File: src/wsd_pkg.sv
// types and constants for the websocket frame deframer
// no dependencies; imported by websocket_frame_deframer
package wsd_pkg;

  // frame parse phase, one-hot
  typedef enum logic [7:0] {
    PH_HDR0    = 8'b0000_0001,
    PH_HDR1    = 8'b0000_0010,
    PH_EXT16   = 8'b0000_0100,
    PH_EXT64   = 8'b0000_1000,
    PH_KEY     = 8'b0001_0000,
    PH_PAYLOAD = 8'b0010_0000,
    PH_TAIL    = 8'b0100_0000,
    PH_CTRL    = 8'b1000_0000
  } phase_t;

  // control opcodes
  localparam logic [3:0] OP_CLOSE = 4'h8;
  localparam logic [3:0] OP_PING  = 4'h9;
  localparam logic [3:0] OP_PONG  = 4'hA;

  // 7-bit length codes that select an extended length
  localparam logic [6:0] LEN_EXT16 = 7'd126;
  localparam logic [6:0] LEN_EXT64 = 7'd127;

  // last byte index of each multi-byte header field
  localparam logic [2:0] EXT16_LAST = 3'd1;
  localparam logic [2:0] EXT64_LAST = 3'd7;
  localparam logic [2:0] KEY_LAST   = 3'd3;

  // buffer status codes
  localparam logic [1:0] ST_DATA      = 2'd0;
  localparam logic [1:0] ST_CLOSE     = 2'd1;
  localparam logic [1:0] ST_PING_PONG = 2'd2;
  localparam logic [1:0] ST_TRUNC     = 2'd3;

endpackage

File: src/websocket_frame_deframer.sv
// websocket frame deframer top level: header parse, unmasking, status
// depends on wsd_pkg
//
// Receive-side deframer for one websocket frame per buffer. Each input beat
// carries one byte of the buffer and a flag on the final byte. The block
// reads the opcode, mask bit and 7-bit length, the 16-bit or 64-bit
// big-endian extended length, and the 4-byte mask key when the mask bit is
// set. Payload bytes leave unmasked, one output beat per payload byte; bytes
// past the declared length are dropped. The final byte produces one output
// beat with out_done set and a status: data complete, close, ping or pong,
// or truncated (buffer ended inside the header, key or payload). On
// truncated the consumer must discard payload bytes it already took. FIN and
// RSV bits are not checked. Header bytes that are not last produce no beat.
// Throughput is one byte per clock while in_stall is low; the parse state
// updates on every accepted byte, and results are registered. A two-entry
// output (register plus skid stage) lets the input run while one result
// waits; in_stall rises only when both entries are full.
module websocket_frame_deframer
  import wsd_pkg::*;
(
  input  logic       clk,
  input  logic       rst,
  // input channel
  input  logic       in_valid,
  output logic       in_stall,
  input  logic [7:0] in_byte,
  input  logic       in_last,
  // output channel
  output logic       out_valid,
  input  logic       out_stall,
  output logic       out_has_byte,
  output logic [7:0] out_byte,
  output logic       out_done,
  output logic [1:0] out_status
);

  // parse state
  phase_t      phase, phase_next;
  logic [3:0]  opcode, opcode_next;
  logic        mask_on, mask_on_next;
  logic [2:0]  field_count, field_count_next;
  // extended length accumulator, then bytes of payload still to come
  logic [63:0] payload_length, payload_length_next;
  logic [31:0] mask_key, mask_key_next;
  // payload byte position mod 4, selects the key byte
  logic [1:0]  byte_index, byte_index_next;

  // skid stage
  logic        skid_valid;
  logic        skid_has_byte;
  logic [7:0]  skid_byte;
  logic        skid_done;
  logic [1:0]  skid_status;

  // result of the current beat
  logic        res_valid;
  logic        res_has_byte;
  logic [7:0]  res_byte;
  logic [1:0]  res_status;
  logic [7:0]  key_byte;
  logic [63:0] shifted_length;
  logic        is_ctrl;
  phase_t      len_done_phase;

  logic        in_fire;
  logic        out_pop;

  assign in_stall = skid_valid;
  assign in_fire  = in_valid && !in_stall;
  assign out_pop  = out_valid && !out_stall;

  assign shifted_length = {payload_length[55:0], in_byte};
  assign is_ctrl = (opcode == OP_CLOSE) || (opcode == OP_PING) || (opcode == OP_PONG);

  // key byte for this payload position, first key byte in the top bits
  always_comb begin
    unique case (byte_index)
      2'd0:    key_byte = mask_key[31:24];
      2'd1:    key_byte = mask_key[23:16];
      2'd2:    key_byte = mask_key[15:8];
      default: key_byte = mask_key[7:0];
    endcase
  end

  always_comb begin
    phase_next          = phase;
    opcode_next         = opcode;
    mask_on_next        = mask_on;
    field_count_next    = field_count;
    payload_length_next = payload_length;
    mask_key_next       = mask_key;
    byte_index_next     = byte_index;
    res_has_byte        = 1'b0;
    res_byte            = 8'd0;
    len_done_phase      = PH_TAIL;

    unique case (phase)
      PH_HDR0: begin
        opcode_next = in_byte[3:0];
        phase_next  = PH_HDR1;
      end
      PH_HDR1: begin
        mask_on_next = in_byte[7];
        if (is_ctrl) begin
          phase_next = PH_CTRL;
        end else begin
          field_count_next = 3'd0;
          if (in_byte[6:0] == LEN_EXT16) begin
            phase_next          = PH_EXT16;
            payload_length_next = 64'd0;
          end else if (in_byte[6:0] == LEN_EXT64) begin
            phase_next          = PH_EXT64;
            payload_length_next = 64'd0;
          end else begin
            payload_length_next = {57'd0, in_byte[6:0]};
            byte_index_next     = 2'd0;
            if (in_byte[7]) begin
              phase_next = PH_KEY;
            end else if (in_byte[6:0] == 7'd0) begin
              phase_next = PH_TAIL;
            end else begin
              phase_next = PH_PAYLOAD;
            end
          end
        end
      end
      PH_EXT16, PH_EXT64: begin
        payload_length_next = shifted_length;
        if (field_count == ((phase == PH_EXT16) ? EXT16_LAST : EXT64_LAST)) begin
          field_count_next = 3'd0;
          byte_index_next  = 2'd0;
          if (mask_on) begin
            phase_next = PH_KEY;
          end else begin
            phase_next = (shifted_length == 64'd0) ? PH_TAIL : PH_PAYLOAD;
          end
        end else begin
          field_count_next = field_count + 3'd1;
        end
      end
      PH_KEY: begin
        mask_key_next = {mask_key[23:0], in_byte};
        if (field_count >= KEY_LAST) begin
          field_count_next = 3'd0;
          byte_index_next  = 2'd0;
          len_done_phase   = (payload_length == 64'd0) ? PH_TAIL : PH_PAYLOAD;
          phase_next       = len_done_phase;
        end else begin
          field_count_next = field_count + 3'd1;
        end
      end
      PH_PAYLOAD: begin
        res_has_byte        = 1'b1;
        res_byte            = mask_on ? (in_byte ^ key_byte) : in_byte;
        byte_index_next     = byte_index + 2'd1;
        payload_length_next = payload_length - 64'd1;
        if (payload_length == 64'd1) begin
          phase_next = PH_TAIL;
        end
      end
      default: begin
        // tail and control frames: remaining bytes are ignored
      end
    endcase

    // status as seen after this byte
    if (phase_next == PH_CTRL) begin
      res_status = (opcode == OP_CLOSE) ? ST_CLOSE : ST_PING_PONG;
    end else if (phase_next == PH_TAIL) begin
      res_status = ST_DATA;
    end else begin
      res_status = ST_TRUNC;
    end
    if (!in_last) begin
      res_status = ST_DATA;
    end

    // the final byte returns everything to the reset state
    if (in_last) begin
      phase_next          = PH_HDR0;
      opcode_next         = 4'd0;
      mask_on_next        = 1'b0;
      field_count_next    = 3'd0;
      payload_length_next = 64'd0;
      mask_key_next       = 32'd0;
      byte_index_next     = 2'd0;
    end
  end

  assign res_valid = res_has_byte || in_last;

  // parse state registers
  always_ff @(posedge clk) begin
    if (rst) begin
      phase          <= PH_HDR0;
      opcode         <= 4'd0;
      mask_on        <= 1'b0;
      field_count    <= 3'd0;
      payload_length <= 64'd0;
      mask_key       <= 32'd0;
      byte_index     <= 2'd0;
    end else if (in_fire) begin
      phase          <= phase_next;
      opcode         <= opcode_next;
      mask_on        <= mask_on_next;
      field_count    <= field_count_next;
      payload_length <= payload_length_next;
      mask_key       <= mask_key_next;
      byte_index     <= byte_index_next;
    end
  end

  // output register and skid stage
  always_ff @(posedge clk) begin
    if (rst) begin
      out_valid  <= 1'b0;
      skid_valid <= 1'b0;
    end else begin
      if (!out_valid || out_pop) begin
        if (skid_valid) begin
          out_valid  <= 1'b1;
          skid_valid <= 1'b0;
        end else begin
          out_valid <= in_fire && res_valid;
        end
      end else if (in_fire && res_valid) begin
        skid_valid <= 1'b1;
      end
    end
  end

  always_ff @(posedge clk) begin
    if (!out_valid || out_pop) begin
      if (skid_valid) begin
        out_has_byte <= skid_has_byte;
        out_byte     <= skid_byte;
        out_done     <= skid_done;
        out_status   <= skid_status;
      end else begin
        out_has_byte <= res_has_byte;
        out_byte     <= res_byte;
        out_done     <= in_last;
        out_status   <= res_status;
      end
    end
    if (out_valid && !out_pop && !skid_valid) begin
      skid_has_byte <= res_has_byte;
      skid_byte     <= res_byte;
      skid_done     <= in_last;
      skid_status   <= res_status;
    end
  end

  // skid entry only fills behind a held output
  a_skid_behind_out: assert property (@(posedge clk) disable iff (rst)
    skid_valid |-> out_valid)
    else $error("skid stage full with empty output register");

  // every output beat carries a byte or closes the buffer
  a_beat_not_empty: assert property (@(posedge clk) disable iff (rst)
    out_valid |-> (out_has_byte || out_done))
    else $error("output beat with neither byte nor done");

  // status is zero unless the buffer closes
  a_status_only_done: assert property (@(posedge clk) disable iff (rst)
    (out_valid && !out_done) |-> (out_status == ST_DATA))
    else $error("status set on a beat that does not close the buffer");

  // final byte returns the parser to the first header byte
  a_last_resets: assert property (@(posedge clk) disable iff (rst)
    (in_fire && in_last) |=> (phase == PH_HDR0))
    else $error("parser not back at header after final byte");

  // payload phase always has bytes left to take
  a_payload_left: assert property (@(posedge clk) disable iff (rst)
    (phase == PH_PAYLOAD) |-> (payload_length != 64'd0))
    else $error("payload phase with nothing left");

endmodule

File: config.mk
export PLATFORM = sky130hd
export DESIGN_NAME = websocket_frame_deframer
export DESIGN_NICKNAME = d
export VERILOG_FILES = /design/src/wsd_pkg.sv /design/src/websocket_frame_deframer.sv
export SDC_FILE = /design/constraint.sdc
export NUM_CORES = 1
export LEC_CHECK = 0
export BUFFER_PORTS_ARGS = -buffer_cell sky130_fd_sc_hd__buf_2
export CORE_MARGIN = 4
export CORE_UTILIZATION = 30
export CTS_CLUSTER_DIAMETER = 30
export DETAILED_ROUTE_END_ITERATION = 10
export GPL_TIMING_DRIVEN = 0
export PLACE_DENSITY = 0.42
export SLEW_MARGIN = 20
export SYNTH_ARGS = -nofsm -noshare
export SYNTH_HDL_FRONTEND = slang
export SYNTH_SLANG_ARGS = --single-unit
File: constraint.sdc
create_clock -name clk -period 4.4 [get_ports clk]
set_clock_uncertainty 0.2 [all_clocks]
set_input_delay 0.88 -clock clk [delete_from_list [all_inputs] [get_ports clk]]
set_output_delay 0.88 -clock clk [all_outputs]
set_load 0.05 [all_outputs]
## After elaboration in Yosys (flattened, before gate mapping)

Index checks and enable logic that the tools add are counted.

- Output and inout bits: 14
- Register bits after elaboration: 140
- Logic and storage cells: 125
- Bits of input ports: 13

- Multiplexer cells: 50
- Equality and inequality tests: 22
- $lt $le $gt $ge: 1
- $add $sub $neg: 3
- Reductions and logical operators: 31
- Bitwise gates (word level): 1

Operators by type and width:

| operator | count |
|---|---|
| 64-bit case mux with 3 select lines | 1 |
| 64-bit zero test | 2 |
| 64-bit two-way mux | 2 |
| 64-bit by 1-bit equality test with 1-bit output, second input constant | 1 |
| 32-bit two-way mux | 2 |
| 8-bit two-way mux | 8 |
| 64-bit by 1-bit subtractor with 64-bit output, second input constant | 1 |
| 7-bit two-way mux | 9 |
| 8-bit case mux with 5 select lines | 1 |
| 8-bit case mux with 3 select lines | 1 |
| 2-bit two-way mux | 11 |
| 3-bit two-way mux | 5 |
| 3-bit inequality test, second input constant | 5 |
| 7-bit equality test, second input constant | 2 |
| 4-bit equality test, second input constant | 3 |
| 3-bit case mux with 3 select lines | 1 |
| 8-bit by 1-bit equality test with 1-bit output, second input constant | 1 |
| 8-bit by 2-bit equality test with 1-bit output, second input constant | 1 |
| 8-bit by 3-bit equality test with 1-bit output, second input constant | 1 |
| 8-bit by 4-bit equality test with 1-bit output, second input constant | 1 |
| 8-bit by 5-bit equality test with 1-bit output, second input constant | 1 |
| 8-bit by 6-bit equality test with 1-bit output, second input constant | 1 |
| 8-bit by 7-bit equality test with 1-bit output, second input constant | 1 |
| 8-bit equality test, second input constant | 1 |
| other kinds (22) | 45 |

## Logic depth before layout (Yosys ltp)

- Word-level depth: 12
- Gate-level depth with buffers: 11
- Depth with buffers taken out: 8

## Worst setup path after synthesis

OpenSTA, ideal clock, no wires.

- Kind: input -> register
- From: input in_byte[0]
- To: register out_status[0], data pin
- Cell stages on the path: 8
- Data required time: 3936 ps
- Arrival: 2858 ps
- Library setup time: 264 ps
- Buffers on the path: 1
- Setup slack: 1078 ps
- Path through: clkbuf_1 > or4_1 > nor4b_1 > nand2_1 > nor4b_2 > o32ai_2 > mux2i_1 > o41a_1

- Cells in the longest elaborated chain, start to end: 12
- Elaborated cells on any way between the ends: 19
- Those cells by class: eq/ne (4); mux (13); reduce/logical (2)

Ends and longest elaborated chain:

| element | line | source |
|---|---|---|
| start, declared | websocket_frame_deframer.sv:26 | `input logic [7:0] in_byte,` |
| 7-bit zero test | websocket_frame_deframer.sv:119 | `end else if (in_byte[6:0] == 7'd0) begin` |
| 7-bit two-way mux | websocket_frame_deframer.sv:119 |  |
| 7-bit two-way mux | websocket_frame_deframer.sv:117 | `if (in_byte[7]) begin` |
| 7-bit two-way mux | websocket_frame_deframer.sv:111 | `end else if (in_byte[6:0] == LEN_EXT64) begin` |
| 7-bit two-way mux | websocket_frame_deframer.sv:108 | `if (in_byte[6:0] == LEN_EXT16) begin` |
| 8-bit two-way mux | websocket_frame_deframer.sv:104 | `if (is_ctrl) begin` |
| 8-bit case mux with 5 select lines * | websocket_frame_deframer.sv:97 | `unique case (phase)` |
| 8-bit by 7-bit equality test with 1-bit output | websocket_frame_deframer.sv:169 | `end else if (phase_next == PH_TAIL) begin` |
| 2-bit two-way mux | websocket_frame_deframer.sv:169 |  |
| 2-bit two-way mux * | websocket_frame_deframer.sv:167 | `if (phase_next == PH_CTRL) begin` |
| 2-bit two-way mux * | websocket_frame_deframer.sv:174 | `if (!in_last) begin` |
| 2-bit two-way mux * | websocket_frame_deframer.sv:234 | `if (skid_valid) begin` |
| end signal, assigned | websocket_frame_deframer.sv:238 | `out_status <= skid_status;` |
| end signal, assigned | websocket_frame_deframer.sv:243 | `out_status <= res_status;` |
| end, declared | websocket_frame_deframer.sv:34 | `output logic [1:0] out_status` |

Mark *: on every way between the ends. The rest lies on a longest branch, timed or not.
A chain may end at the register's enable or synchronous reset.

## Worst setup path in the final report

- From: register phase[2]
- To: register payload_length[39]

- Cells in the longest elaborated chain, start to end: 4
- Elaborated cells on any way between the ends: 10
- Those cells by class: eq/ne (5); mux (2); reduce/logical (3)

Ends and longest elaborated chain:

| element | line | source |
|---|---|---|
| start, declared | websocket_frame_deframer.sv:38 | `phase_t phase, phase_next;` |
| start signal, assigned | websocket_frame_deframer.sv:203 | `phase <= phase_next;` |
| 8-bit by 3-bit equality test with 1-bit output / 8-bit by 4-bit equality test with 1-bit output (equally long branches) | websocket_frame_deframer.sv:97 |  |
| 2-bit OR reduction | websocket_frame_deframer.sv:97 |  |
| 64-bit case mux with 3 select lines / 4-bit nonzero test (equally long branches) | - |  |
| 64-bit two-way mux / 3-bit AND reduction (equally long branches) | - |  |
| end signal, assigned | websocket_frame_deframer.sv:207 | `payload_length <= payload_length_next;` |
| end, declared | websocket_frame_deframer.sv:43 | `logic [63:0] payload_length, payload_length_next;` |

Several ways; a longest one is shown, not always the timed one.

==> reports/metrics.cfg <==
[outcome]
status=finished clean

[yosys]
yosys-top-cells-area=dfxtp_1 (29%), edfxtp_1 (9.1%), nor2_1 (5.4%)
syn_area_um2=7940
yosysSeqAreaShare=0.383
synth_ff_type=dfxtp_1
synth.net_count=1015
synth.cells.most_frequent=dfxtp_1 (116), nor2_1 (114), nand2_1 (111)
synthArstFlopShare=0
synth.distinct_cells=70
syn_inst=993
post-synth-top-count-cell=dfxtp_1
synth_edf_count=24
syn_avg_cell_area_um2=7.99
synth-seq-cells=140
yosys_warnings=0
yosysTopAreaCellShare=0.293
synth_top_cell_by_area=dfxtp_1

[die]
start_util=0.305
fp.dieW_um=171
dieArea_um2=29100
rows=59
io_pins=27
die_y_um=171
coreArea_um2=26100

[cts]
path_clk_slew_ns=0.08
cts_resized=0
cts_max_path_buffers=2
cts_tree=yes
numClockSinks=140
cts_buffers=17
cts-htree-levels=4
clkLatencyLatePin_ns=0.43
cts_hold_buf=0
clock_tree.root_cell=clkbuf_16
post_cts_buffers=0

[power_and_ir_drop]
p_sw_w=0.000982
combinationalPowerShare=0.120
pwr-share-seq=0.414
p_leak_nw=3.20
ir_worst_vdd_uv=241
clock_power_share=0.466
netSwitchingFraction=0.306
internal_power_w=0.00223
cellPowerDensity_nw_per_um2=353

[placement]
place.port_buffers=22
dp_hpwl_um=20500
gp_congestion=0.824
dpl_cell_area_um2=8480
dp.cells=1351

[global_routing]
grt_max_degree=18
grt-ovfl-total=0
antenna_found_initial=0
track_usage=0.195
grt_pass1_vias=7525
grt_pass1_wl_um=44300

[sta]
post-route-period-util=0.798
setup_viol=0
slew_headroom=0.326
timing.setup.tns_ns=0
fin_crit_ns=3.51
drv_slew=0
hold_viol_final=0
grt_setup_unrepaired=no
clock.fmax_mhz=285
tightest_slew_ns=1.01

[worst_hold_path]
min_to=opcode[2]
hold_path.class=flip-flop to flip-flop
hold_path_startpoint=opcode[2]
min_delay_path_depth=2

[drt]
drt-wirelength-per-cell_um=20.5
topRoutingLayerUsed=met4
vias=7680
routed_wl_um=28300
routed_via_density=5.55
antenna_left=0
dr_wl_met3_um=1070
first_pass_iters=6
drt-met1-wl_um=13600
first_iter_violations=614
drc=0
met2_length_um=13200

[layout]
n_antenna_cell=0
drive_above_1_share=0.0840
fillers=2814
finalNonFillerCells=1383
synthToLayoutAreaGrowth_pct=14.7
fin_nets=1057
fin_area_um2=9100

[critical_path]
r2r_slack_ns=0.89
worstSetupStartpointType=flip-flop
timing.rr.end=payload_length[39]
r2r_cells=11
critPathKind=flip-flop to flip-flop
path_max_fanout=10
timing.rr.start=phase[2]
arrival_ns=3.67
endpoint_kind=flip-flop
worstPathRequired_ns=4.56

[job]
drv_cap=0

==> area by class of cell <==
cell class	instances	area (um2)	share of cell area
clock inverter	14	168	0.0184
multi-input combinational	751	4510	0.495
buffer	82	322	0.0353
clock buffer	18	450	0.0495
timing repair buffer	23	115	0.0126
sequential	140	3040	0.334
tap	335	419	0.0461
inverter	20	75.1	0.00825
==> sequential cells by signal, indices dropped and copies added (netlist names), 2 cells and up <==
register and count:
mask_key 32, out_status 2, payload_length 64, field_count 3
byte_index 2, phase 8, out_byte 8, skid_byte 8
skid_status 2, opcode 4
==> cell usage in the layout (no fill, tap or decap), types with 16 or more instances in the layout <==
cell,instances
a31oi_1,17
nor3b_1,18
xor2_1,27
nor2_1,114
a21oi_1,75
nor4_1,16
o22ai_1,17
clkbuf_16,18
a22oi_1,33
inv_1,20
edfxtp_1,24
o21ai_0,64
nand3_1,24
dfxtp_1,116
buf_2,33
nand2_1,111
nor3_1,34
clkbuf_1,66
xnor2_1,19
==> stage by stage <==
stage	hold WS (ns)	util	power, W	worst slack [ns]
detailed placement	0.268	0.325	0.00174	0.411
CTS	0.277	0.349	0.00324	0.867
finish	0.279	0.349	0.00321	0.890
global placement	0.269	0.325	0.00174	0.415
floorplan	0.244	-	0.00163	1.08
global route	0.310	0.349	0.00334	0.672
==> logic make-up after synthesis <==
kind of cell | count (synthesis) | synth area share
fa+ha+maj | 9 | 0.0142
simple gates | 404 | 0.261
compound gates | 287 | 0.235
buf+inv | 102 | 0.0500
flops | 140 | 0.383
mux | 5 | 0.00631
xor+xnor | 46 | 0.0508
==> power groups by stage <==
stage / combinational, W / sequential (W) / clock (W)
2_1_floorplan: 0.000246 / 0.00138 / 0
3_5_place_dp: 0.000384 / 0.00136 / 0
3_3_place_gp: 0.000386 / 0.00136 / 0
6_report: 0.000387 / 0.00133 / 0.00150
4_1_cts: 0.000387 / 0.00133 / 0.00153
5_1_grt: 0.000423 / 0.00133 / 0.00159
==> per-layer routing <==
| metal | vias to the layer above | track usage |
|---|---|---|
| li1 | 3740 | - |
| met1 | 3738 | 0.271 |
| met2 | 175 | 0.316 |
| met3 | 27 | 0.0328 |
| met4 | 0 | 0.0497 |
| met5 | - | 0 |
==> how the worst max path moves through the flow <==
stage	from	end	slack [ns]	cells after the start
floorplan	in_byte[0]	out_status[0]	1.08	8
global placement	in_byte[0]	out_status[0]	0.42	8
detailed placement	in_byte[0]	out_status[0]	0.41	8
CTS	in_byte[0]	out_status[0]	0.87	8
global route	in_byte[0]	out_status[1]	0.67	8
finish	phase[2]	payload_length[39]	0.89	11
==> worst max-delay path, stage by stage (launching register included) <==
cell and delay [ns]:
dfxtp_1 0.30, buf_2 0.17, nor4_2 0.35, nand3_1 0.26, inv_1 0.13, clkbuf_1 0.53
nand2_1 0.22, clkbuf_1 0.41, clkbuf_1 0.40, a21oi_1 0.21, o21ai_0 0.09, a21oi_1 0.16
No activity file was read; power rests on OpenSTA's default activity.
